$ cat src/sv/lcdbs_pkg.sv
// ----------------------------------------------------------------------------
// lcdbs_pkg
// Types and codes shared by the LCD 4-bit bus sequencer.
// ----------------------------------------------------------------------------
`default_nettype none

package lcdbs_pkg;

  localparam int ENABLE_LINES = 3;

  localparam logic [7:0] PULSE_RESET = 8'd1;
  localparam logic       BUSY_RESET  = 1'b1;
  localparam logic [7:0] RETRY_RESET = 8'd100;

  // actions
  localparam logic [1:0] ACT_TICK       = 2'd0;
  localparam logic [1:0] ACT_NIBBLE_WR  = 2'd1;
  localparam logic [1:0] ACT_BYTE_WR    = 2'd2;
  localparam logic [1:0] ACT_BYTE_RD    = 2'd3;

  // wait modes
  localparam logic [1:0] WAIT_FIXED     = 2'd0;
  localparam logic [1:0] WAIT_POLL      = 2'd1;
  localparam logic [1:0] WAIT_POLL_LIM  = 2'd2;

  // configuration register indexes
  localparam logic [1:0] CFG_PULSE      = 2'd0;
  localparam logic [1:0] CFG_BUSY_LEVEL = 2'd1;
  localparam logic [1:0] CFG_RETRY      = 2'd2;

  typedef struct packed {
    logic [1:0]  action;
    logic [1:0]  enable_select;
    logic [7:0]  write_data;
    logic        reg_select;
    logic [1:0]  wait_mode;
    logic [15:0] wait_ticks;
    logic [3:0]  pins_in;
  } in_item_t;

  typedef struct packed {
    logic [ENABLE_LINES-1:0] enable_lines;
    logic                    rs_out;
    logic                    rw_out;
    logic [3:0]              pins_out;
    logic                    pins_drive;
    logic                    ready_res;
    logic                    done_res;
    logic [7:0]              read_byte;
    logic [6:0]              address_counter;
    logic                    timeout_error;
  } out_item_t;

  typedef struct packed {
    logic      accept;
    out_item_t item;
  } result_t;

endpackage

`default_nettype wire

$ cat src/sv/lcdbs_core.sv
// ----------------------------------------------------------------------------
// lcdbs_core
// Sequencer state and configuration; one step per accepted transaction.
// ----------------------------------------------------------------------------
`default_nettype none

module lcdbs_core (
  input  wire logic               clk,
  input  wire logic               rst,
  input  wire logic               cfg_we,
  input  wire logic [1:0]         cfg_index,
  input  wire logic [7:0]         cfg_data,
  input  wire logic               accept,
  input  wire lcdbs_pkg::in_item_t item,
  output lcdbs_pkg::result_t      result
);

  typedef enum logic [3:0] {
    PH_IDLE, PH_WAIT, PH_POLL_HI1, PH_POLL_LO1, PH_POLL_HI2, PH_POLL_END,
    PH_WR_HI, PH_WR_END, PH_RD_HI, PH_RD_END
  } phase_t;

  logic [7:0]  enable_pulse_us;
  logic        busy_level;
  logic [7:0]  retry_limit;

  phase_t      phase, phase_next;
  logic [15:0] delay_count, delay_count_next;
  logic [7:0]  retry_count, retry_count_next;
  logic [7:0]  op_data, op_data_next;
  logic [1:0]  op_sel, op_sel_next;
  logic        op_rs, op_rs_next;
  logic [1:0]  op_mode, op_mode_next;
  logic [1:0]  op_kind, op_kind_next;
  logic        op_second, op_second_next;
  logic [15:0] wait_latch, wait_latch_next;
  logic [7:0]  assembled_byte, assembled_byte_next;
  logic [6:0]  ac_latch, ac_latch_next;
  logic        busy_seen, busy_seen_next;

  always_comb begin
    logic [15:0] pulse_m1;
    logic [lcdbs_pkg::ENABLE_LINES-1:0] en_mask;
    logic [lcdbs_pkg::ENABLE_LINES-1:0] en;
    logic [3:0]  nibble;
    logic        rs_o, rw_o, drive, done, tmo, do_prewrite, do_poll;
    logic [3:0]  pout;

    pulse_m1 = (enable_pulse_us == 8'd0) ? 16'd0 : {8'd0, enable_pulse_us - 8'd1};
    for (int i = 0; i < lcdbs_pkg::ENABLE_LINES; i++) begin
      en_mask[i] = (int'(op_sel) == i);
    end
    nibble = (op_kind == lcdbs_pkg::ACT_BYTE_WR && !op_second) ? op_data[7:4] : op_data[3:0];

    en    = '0;
    rs_o  = 1'b0;
    rw_o  = 1'b0;
    pout  = 4'd0;
    drive = 1'b1;
    unique case (phase)
      PH_POLL_HI1, PH_POLL_HI2: begin
        en = en_mask; rw_o = 1'b1; drive = 1'b0;
      end
      PH_POLL_LO1: begin
        rw_o = 1'b1; drive = 1'b0;
      end
      PH_WR_HI: begin
        en = en_mask; rs_o = op_rs; pout = nibble;
      end
      PH_WR_END: begin
        rs_o = op_rs; pout = nibble;
      end
      PH_RD_HI: begin
        en = en_mask; rs_o = op_rs; rw_o = 1'b1; drive = 1'b0;
      end
      PH_RD_END: begin
        rs_o = op_rs; rw_o = 1'b1; drive = 1'b0;
      end
      default: begin
      end
    endcase

    phase_next          = phase;
    delay_count_next    = delay_count;
    retry_count_next    = retry_count;
    op_data_next        = op_data;
    op_sel_next         = op_sel;
    op_rs_next          = op_rs;
    op_mode_next        = op_mode;
    op_kind_next        = op_kind;
    op_second_next      = op_second;
    wait_latch_next     = wait_latch;
    assembled_byte_next = assembled_byte;
    ac_latch_next       = ac_latch;
    busy_seen_next      = busy_seen;
    done        = 1'b0;
    tmo         = 1'b0;
    do_prewrite = 1'b0;
    do_poll     = 1'b0;

    unique case (phase)
      PH_IDLE: begin
        if (item.action != lcdbs_pkg::ACT_TICK) begin
          op_data_next    = item.write_data;
          op_sel_next     = item.enable_select;
          op_rs_next      = item.reg_select;
          op_mode_next    = item.wait_mode;
          op_kind_next    = item.action;
          op_second_next  = 1'b0;
          wait_latch_next = item.wait_ticks;
          if (item.action == lcdbs_pkg::ACT_BYTE_RD) begin
            do_poll = 1'b1;
          end else begin
            do_prewrite = 1'b1;
          end
        end
      end
      PH_WAIT: begin
        if (delay_count == 16'd0) begin
          phase_next = PH_WR_HI; delay_count_next = pulse_m1;
        end else begin
          delay_count_next = delay_count - 16'd1;
        end
      end
      PH_POLL_HI1: begin
        if (delay_count == 16'd0) begin
          busy_seen_next   = (item.pins_in[3] == busy_level);
          ac_latch_next    = {item.pins_in[2:0], 4'd0};
          phase_next       = PH_POLL_LO1;
          delay_count_next = pulse_m1;
        end else begin
          delay_count_next = delay_count - 16'd1;
        end
      end
      PH_POLL_LO1: begin
        if (delay_count == 16'd0) begin
          phase_next = PH_POLL_HI2; delay_count_next = pulse_m1;
        end else begin
          delay_count_next = delay_count - 16'd1;
        end
      end
      PH_POLL_HI2: begin
        if (delay_count == 16'd0) begin
          ac_latch_next    = {ac_latch[6:4], item.pins_in};
          phase_next       = PH_POLL_END;
          delay_count_next = 16'd0;
        end else begin
          delay_count_next = delay_count - 16'd1;
        end
      end
      PH_POLL_END: begin
        if (!busy_seen) begin
          phase_next = (op_kind == lcdbs_pkg::ACT_BYTE_RD) ? PH_RD_HI : PH_WR_HI;
          delay_count_next = pulse_m1;
        end else if (op_kind == lcdbs_pkg::ACT_BYTE_RD || op_mode != lcdbs_pkg::WAIT_POLL) begin
          if (retry_count >= retry_limit) begin
            done = 1'b1; tmo = 1'b1; phase_next = PH_IDLE;
          end else begin
            retry_count_next = retry_count + 8'd1;
            phase_next       = PH_POLL_HI1;
            delay_count_next = pulse_m1;
          end
        end else begin
          phase_next = PH_POLL_HI1; delay_count_next = pulse_m1;
        end
      end
      PH_WR_HI: begin
        if (delay_count == 16'd0) begin
          phase_next = PH_WR_END; delay_count_next = 16'd0;
        end else begin
          delay_count_next = delay_count - 16'd1;
        end
      end
      PH_WR_END: begin
        if (op_kind == lcdbs_pkg::ACT_BYTE_WR && !op_second) begin
          op_second_next = 1'b1;
          do_prewrite    = 1'b1;
        end else begin
          done = 1'b1; phase_next = PH_IDLE;
        end
      end
      PH_RD_HI: begin
        if (delay_count == 16'd0) begin
          if (!op_second) begin
            assembled_byte_next = {item.pins_in, 4'd0};
          end else begin
            assembled_byte_next = {assembled_byte[7:4], item.pins_in};
          end
          phase_next = PH_RD_END; delay_count_next = 16'd0;
        end else begin
          delay_count_next = delay_count - 16'd1;
        end
      end
      PH_RD_END: begin
        if (!op_second) begin
          op_second_next = 1'b1; phase_next = PH_RD_HI; delay_count_next = pulse_m1;
        end else begin
          done = 1'b1; phase_next = PH_IDLE;
        end
      end
      default: begin
        phase_next = PH_IDLE;
      end
    endcase

    if (do_prewrite) begin
      ac_latch_next  = 7'd0;
      busy_seen_next = 1'b0;
      if (op_mode_next == lcdbs_pkg::WAIT_FIXED) begin
        if (wait_latch_next == 16'd0) begin
          phase_next = PH_WR_HI; delay_count_next = pulse_m1;
        end else begin
          phase_next = PH_WAIT; delay_count_next = wait_latch_next - 16'd1;
        end
      end else begin
        do_poll = 1'b1;
      end
    end
    if (do_poll) begin
      ac_latch_next    = 7'd0;
      busy_seen_next   = 1'b0;
      retry_count_next = 8'd0;
      phase_next       = PH_POLL_HI1;
      delay_count_next = pulse_m1;
    end

    if (!drive) begin
      pout = 4'd0;
    end

    result.accept                = accept;
    result.item.enable_lines     = en;
    result.item.rs_out           = rs_o;
    result.item.rw_out           = rw_o;
    result.item.pins_out         = pout;
    result.item.pins_drive       = drive;
    result.item.ready_res        = (phase == PH_IDLE);
    result.item.done_res         = done;
    result.item.read_byte        = assembled_byte_next;
    result.item.address_counter  = ac_latch_next;
    result.item.timeout_error    = tmo;
  end

  always_ff @(posedge clk) begin
    if (rst) begin
      enable_pulse_us <= lcdbs_pkg::PULSE_RESET;
      busy_level      <= lcdbs_pkg::BUSY_RESET;
      retry_limit     <= lcdbs_pkg::RETRY_RESET;
    end else if (cfg_we) begin
      unique case (cfg_index)
        lcdbs_pkg::CFG_PULSE:      enable_pulse_us <= cfg_data;
        lcdbs_pkg::CFG_BUSY_LEVEL: busy_level      <= cfg_data[0];
        lcdbs_pkg::CFG_RETRY:      retry_limit     <= cfg_data;
        default: begin
        end
      endcase
    end
  end

  always_ff @(posedge clk) begin
    if (rst) begin
      phase          <= PH_IDLE;
      delay_count    <= '0;
      retry_count    <= '0;
      op_data        <= '0;
      op_sel         <= '0;
      op_rs          <= 1'b0;
      op_mode        <= '0;
      op_kind        <= '0;
      op_second      <= 1'b0;
      wait_latch     <= '0;
      assembled_byte <= '0;
      ac_latch       <= '0;
      busy_seen      <= 1'b0;
    end else if (accept) begin
      phase          <= phase_next;
      delay_count    <= delay_count_next;
      retry_count    <= retry_count_next;
      op_data        <= op_data_next;
      op_sel         <= op_sel_next;
      op_rs          <= op_rs_next;
      op_mode        <= op_mode_next;
      op_kind        <= op_kind_next;
      op_second      <= op_second_next;
      wait_latch     <= wait_latch_next;
      assembled_byte <= assembled_byte_next;
      ac_latch       <= ac_latch_next;
      busy_seen      <= busy_seen_next;
    end
  end

endmodule

`default_nettype wire

$ cat src/sv/lcdbs_out_stage.sv
// ----------------------------------------------------------------------------
// lcdbs_out_stage
// Output register with a skid entry; stall towards the input is registered.
// ----------------------------------------------------------------------------
`default_nettype none

module lcdbs_out_stage (
  input  wire logic                clk,
  input  wire logic                rst,
  input  wire lcdbs_pkg::result_t  result,
  output logic                     skid_full,
  output logic                     out_valid,
  input  wire logic                out_stall,
  output lcdbs_pkg::out_item_t     out_data
);

  logic                 skid_valid;
  lcdbs_pkg::out_item_t skid_data;
  logic                 load_main, load_skid, move_skid;

  assign skid_full = skid_valid;
  assign move_skid = skid_valid && !out_stall;
  assign load_skid = result.accept && out_valid && out_stall;
  assign load_main = result.accept && !(out_valid && out_stall);

  always_ff @(posedge clk) begin
    if (rst) begin
      out_valid  <= 1'b0;
      skid_valid <= 1'b0;
    end else if (skid_valid) begin
      if (move_skid) begin
        skid_valid <= 1'b0;
      end
    end else if (load_skid) begin
      skid_valid <= 1'b1;
    end else if (load_main) begin
      out_valid <= 1'b1;
    end else if (out_valid && !out_stall) begin
      out_valid <= 1'b0;
    end
  end

  always_ff @(posedge clk) begin
    if (move_skid) begin
      out_data <= skid_data;
    end else if (load_main) begin
      out_data <= result.item;
    end
    if (load_skid) begin
      skid_data <= result.item;
    end
  end

endmodule

`default_nettype wire

$ cat src/sv/lcd_4bit_bus_sequencer.sv
// Each result is registered at the output or first held in the skid entry on stall.
// One transaction per cycle unless in_stall; the sequencer takes one step per tick.
// A two-entry output buffer keeps accepting input on stall until the skid entry fills.
// Reset (rst, synchronous): sequencer idle, registers at reset values, no result held.
// ----------------------------------------------------------------------------
// lcd_4bit_bus_sequencer
// Character-LCD 4-bit bus master, one step per microsecond tick transaction.
// ----------------------------------------------------------------------------
`default_nettype none

module lcd_4bit_bus_sequencer (
  input  wire logic                clk,
  input  wire logic                rst,
  input  wire logic                cfg_we,
  input  wire logic [1:0]          cfg_index,
  input  wire logic [7:0]          cfg_data,
  input  wire logic                in_valid,
  output logic                     in_stall,
  input  wire lcdbs_pkg::in_item_t in_data,
  output logic                     out_valid,
  input  wire logic                out_stall,
  output lcdbs_pkg::out_item_t     out_data
);

  lcdbs_pkg::result_t result;
  logic               skid_full;

  assign in_stall = skid_full;

  lcdbs_core u_core (
    .clk       (clk),
    .rst       (rst),
    .cfg_we    (cfg_we),
    .cfg_index (cfg_index),
    .cfg_data  (cfg_data),
    .accept    (in_valid && !skid_full),
    .item      (in_data),
    .result    (result)
  );

  lcdbs_out_stage u_out_stage (
    .clk       (clk),
    .rst       (rst),
    .result    (result),
    .skid_full (skid_full),
    .out_valid (out_valid),
    .out_stall (out_stall),
    .out_data  (out_data)
  );

endmodule

`default_nettype wire

$ cat config.mk
export PLATFORM = sky130hd
export DESIGN_NAME = lcd_4bit_bus_sequencer
export DESIGN_NICKNAME = d
export VERILOG_FILES = /design/src/sv/lcdbs_pkg.sv /design/src/sv/lcdbs_core.sv /design/src/sv/lcdbs_out_stage.sv /design/src/sv/lcd_4bit_bus_sequencer.sv
export SDC_FILE = /design/constraint.sdc
export NUM_CORES = 1
export LEC_CHECK = 0
export ABC_AREA = 1
export BUFFER_PORTS_ARGS = -buffer_cell sky130_fd_sc_hd__buf_2
export CAP_MARGIN = 5
export CORE_ASPECT_RATIO = 0.8
export CORE_MARGIN = 4
export CORE_UTILIZATION = 29
export CTS_CLUSTER_DIAMETER = 60
export DETAILED_ROUTE_END_ITERATION = 8
export SLEW_MARGIN = 5
export SYNTH_ARGS = -nofsm -noshare
export SYNTH_HDL_FRONTEND = slang
export SYNTH_SLANG_ARGS = --single-unit
$ cat constraint.sdc
create_clock -name clk -period 5.5 [get_ports clk]
set_clock_uncertainty 0.05 [all_clocks]
set_input_delay 0.55 -clock clk [delete_from_list [all_inputs] [get_ports clk]]
set_output_delay 0.55 -clock clk [all_outputs]
set_load 0.01 [all_outputs]
==> PnR_summary.wiki <==
{| class="wikitable"
! Metric !! Value
|-
| Result of the run || finished clean
|-
| RSZ-0062 raised after global routing || no
|-
| Relative area change from synthesis to final layout || 15.47%
|-
| Clk pin slew, worst setup/hold paths || 70 ps
|-
| Required time of the critical path || 5760 ps
|-
| Number of nets still failing antenna checks after routing || 0
|-
| Minimum clock period after layout || 2904 ps
|-
| Post-Synthesis Cell Area || 8954 sq um
|-
| Largest fanout on the critical path || 21
|-
| Maximum ir drop on the vdd rail || 250.8 uV
|-
| Stage delay of the slowest cell on the critical path || 580 ps
|-
| Fraction of registers with async set/reset || 0%
|-
| Met1 Wirelength || 13440 microns
|-
| Commonest cells after routing, fill and taps aside || sky130_fd_sc_hd__nand2_1 (331), sky130_fd_sc_hd__inv_1 (154), sky130_fd_sc_hd__nor2_1 (123)
|-
| Nets || 1389
|-
| Global route overflow || 0
|-
| Number of nets in the synthesized netlist || 1321
|-
| FF-to-FF Start || u_out_stage.skid_full
|-
| Most common cell after layout, fill and taps aside || sky130_fd_sc_hd__nand2_1
|-
| Setup crit end kind || register
|-
| Clock insertion delay at the later pin of the skew report || 450 ps
|-
| Register-to-Register Setup Slack || 2700 ps
|-
| Max-slew violation total from the final report || 0
|-
| Post-Route Utilization || 34.03%
|-
| Number of inserted filler cells in the final layout || 3320
|-
| I/O pin count || 80
|-
| Setup slack of the critical path after layout || 2596 ps
|-
| Clock Root Buffer || sky130_fd_sc_hd__clkbuf_16
|-
| Met3 wire length || 1593 microns
|-
| Hold Path Stages || 3
|-
| Max-Slew Margin vs Limit || 41.12%
|-
| Non-filler cells in the finished layout || 1749
|-
| Number of sinks handled by clock tree synthesis || 151
|-
| Part of the cycle the worst path needs || 52.80%
|-
| Yosys warning total || 0
|-
| Post-DR vias/cell || 4.718
|-
| Maximum number of pins on one net before global-route repair || 44
|-
| Max Fclk || 344.3 MHz
|-
| Count of flip-flops with a built-in enable after synthesis || 56
|-
| Sequence of cells on the critical path || buf_2, inv_1, ha_1, inv_1, nand3_4, nand2_1, o21ai_2, ha_1, inv_1, nor2_4, nand2_4, nor2_8, nand2_4, nand2_4, inv_4, nand3_1, nand2_1, nand2_1, a21oi_2
|-
| WP buf/inv || 5
|-
| Die Ht || 165.2 microns
|-
| TritonCTS clock tree || yes
|-
| Share of the synthesized area in the top cell type || 21.24%
|-
| Effective utilization at floorplan || 29.47%
|-
| Die X-Extent || 204.5 microns
|-
| Routed length on met2 || 10450 microns
|-
| # Max-Cap Violations || 0
|-
| Post-cts resize count || 0
|-
| Post-synthesis instance total || 1255
|-
| Share of cells above drive strength 1 || 16.24%
|-
| Maximum root-to-sink buffer count || 2
|-
| DRT iter0 DRCs || 582
|-
| Worst setup slack after placement || 2108 ps
|-
| Power per Cell Area || 325.3 nW/um^2
|-
| Vias in the first global route || 7585
|-
| Post-synthesis register bit count || 151
|-
| HPWL after detailed placement || 19460 microns
|-
| Footprint of the multi-input gates || 4579 sq um
|-
| H-tree depth reported by CTS || 4
|-
| TritonRoute pass-1 iters || 7
|-
| Register area share after synthesis || 40.02%
|-
| Initial antenna violation count || 0
|-
| Port buffer count || 79
|-
| R2R cell count || 6
|-
| Biggest area consumer among synthesized cells || sky130_fd_sc_hd__dfxtp_1
|-
| Worst endpoint data arrival time || 3160 ps
|-
| Destination of the worst hold path || u_core.op_data[1]
|-
| CTS Hold Bufs || 0
|-
| Area contributors post-synth || sky130_fd_sc_hd__dfxtp_1 (21%), sky130_fd_sc_hd__edfxtp_1 (19%), sky130_fd_sc_hd__nand2_1 (14%)
|-
| Total length of routed wires || 25820 microns
|-
| Placed Cells incl. Taps || 1717
|-
| Global-route wire length before repair || 41390 microns
|-
| Crit-path slowest cell || sky130_fd_sc_hd__ha_1
|-
| Mean routed wirelength per cell || 14.76 microns
|-
| Hold Vio Cnt, Final || 0
|-
| Min-Delay Startpoint || in_data[24]
|-
| DR DRC count || 0
|-
| Core box area || 30380 sq um
|-
| Flip-flop cell with the highest count after synthesis || sky130_fd_sc_hd__dfxtp_1
|-
| Slew at the pin with the worst max-slew slack || 882.3 ps
|-
| Leakage power total || 4.685 nW
|-
| Antenna Cells || 0
|-
| Synth Area per Inst || 7.134 sq um
|-
| Netlist cell types || 42
|-
| Count of vias placed by the detailed router || 8251
|-
| Number of buffers added for setup after CTS || 0
|-
| Family with the most delay on the worst path || simple AND/OR/NAND/NOR gates
|-
| Routability-driven placement congestion ratio || 0.8669
|-
| Total Negative Setup Slacks || 0 ps
|-
| Standard-cell row count || 57
|-
| Register cell area after layout || 3583 sq um
|-
| Die Area || 33770 sq um
|-
| Element type at the critical path start || input pin
|-
| Number of CTS-inserted buffers || 17
|-
| Startpoint-to-endpoint class of the critical path || in -> reg
|-
| FF-to-FF End || u_out_stage.out_data[9]
|-
| Highest routing layer actually used || met4
|-
| Class of the tightest hold or removal check || in -> reg
|-
| Final setup vio count || 0
|-
| Total global-route track usage || 15.53%
|}
## tightest hold or removal path: stages
cell and delay, ps:
sky130_fd_sc_hd__buf_2 80, sky130_fd_sc_hd__nor2_1 30, sky130_fd_sc_hd__nor2_1 80
## logic make-up (layout without fill, tap and decap cells)
kind of cell	Yosys count	in the layout	synth area share (%)
AND/OR/NAND/NOR	627	627	32.59
AO/OA/AOI/OAI	238	238	14.55
buffers and inverters	206	287	8.943
flip-flops	151	151	40.02
XOR/XNOR	17	17	1.663
adder cells (fa/ha/maj)	16	16	2.236
## metal layers
layer / vias to the layer above / track usage (%)
li1: 4208 / -
met1: 3799 / 23.96
met2: 219 / 22.00
met3: 25 / 2.948
met4: 0 / 4.049
met5: - / 0
## layout make-up
cell class / instances / share of cell area [%]
Multi-Input combinational cell: 898 / 44.29
Sequential cell: 151 / 34.66
Inverter: 169 / 6.172
Tap cell: 413 / 4.998
Clock buffer: 19 / 4.490
Timing Repair Buffer: 86 / 4.333
Clock inverter: 13 / 1.053
## stage by stage
stage,hold slack [ps],power [mW],instance area [sq um]
4_1_cts,265.9,3.381,10340
5_1_grt,284.6,3.556,10340
3_3_place_gp,390.7,2.207,9766
2_1_floorplan,379.7,1.969,8954
6_report,277.6,3.363,10340
3_5_place_dp,394.6,2.213,9766
## sequential cells by signal, summed over array words and instances (netlist names)
signal / cells
u_core.assembled_byte: 8
u_core.busy_seen: 1
u_out_stage.out_valid: 1
u_core.op_mode: 2
u_core.enable_pulse_us: 8
u_core.retry_limit: 8
u_core.delay_count: 16
u_out_stage.skid_data: 28
u_core.op_sel: 2
u_core.op_data: 8
u_core.phase: 4
u_core.retry_count: 8
u_core.busy_level: 1
u_core.op_rs: 1
u_core.wait_latch: 16
u_core.ac_latch: 7
u_core.op_kind: 2
u_core.op_second: 1
u_out_stage.out_data: 28
u_out_stage.skid_full: 1
## report_power, final
| group | internal, mW | switching (mW) |
|---|---|---|
| logic | 0.270 | 0.625 |
| registers | 1.25 | 0.0573 |
| clock network | 0.630 | 0.534 |
| total | 2.15 | 1.22 |
## Yosys cell counts (3+ instances only)
cell type,count
sky130_fd_sc_hd__o21bai_1,4
sky130_fd_sc_hd__inv_1,154
sky130_fd_sc_hd__nor2_1,126
sky130_fd_sc_hd__nor3_1,9
sky130_fd_sc_hd__xor2_1,15
sky130_fd_sc_hd__nand2_4,16
sky130_fd_sc_hd__o22ai_1,4
sky130_fd_sc_hd__dfxtp_1,95
sky130_fd_sc_hd__nor2_4,14
sky130_fd_sc_hd__a21oi_2,7
sky130_fd_sc_hd__nand2_1,332
sky130_fd_sc_hd__nand2_2,20
sky130_fd_sc_hd__a211oi_1,11
sky130_fd_sc_hd__nor2_8,3
sky130_fd_sc_hd__ha_1,16
sky130_fd_sc_hd__nand3_1,65
sky130_fd_sc_hd__nand3_2,3
sky130_fd_sc_hd__inv_2,13
sky130_fd_sc_hd__o211ai_1,7
sky130_fd_sc_hd__edfxtp_1,56
sky130_fd_sc_hd__clkbuf_1,32
sky130_fd_sc_hd__o21ai_1,4
sky130_fd_sc_hd__o21ai_0,103
sky130_fd_sc_hd__nand4_1,21
sky130_fd_sc_hd__o21ai_2,3
sky130_fd_sc_hd__nor2_2,9
sky130_fd_sc_hd__nand3b_1,4
sky130_fd_sc_hd__a21oi_1,90
## worst max path at each step
stage / from / to / slack [ps] / cells after the start
after floorplan: in_valid / u_out_stage.skid_data[0] / 2850 / 3
after global placement: in_data[33] / u_core.delay_count[12] / 2160 / 19
after detailed placement: in_data[34] / u_core.delay_count[12] / 2110 / 19
after CTS: in_data[34] / u_core.delay_count[13] / 2590 / 19
after global routing: in_data[34] / u_core.delay_count[6] / 2220 / 19
final: in_data[34] / u_core.delay_count[13] / 2600 / 19
Note: power is estimated with default switching activity, not from simulation.
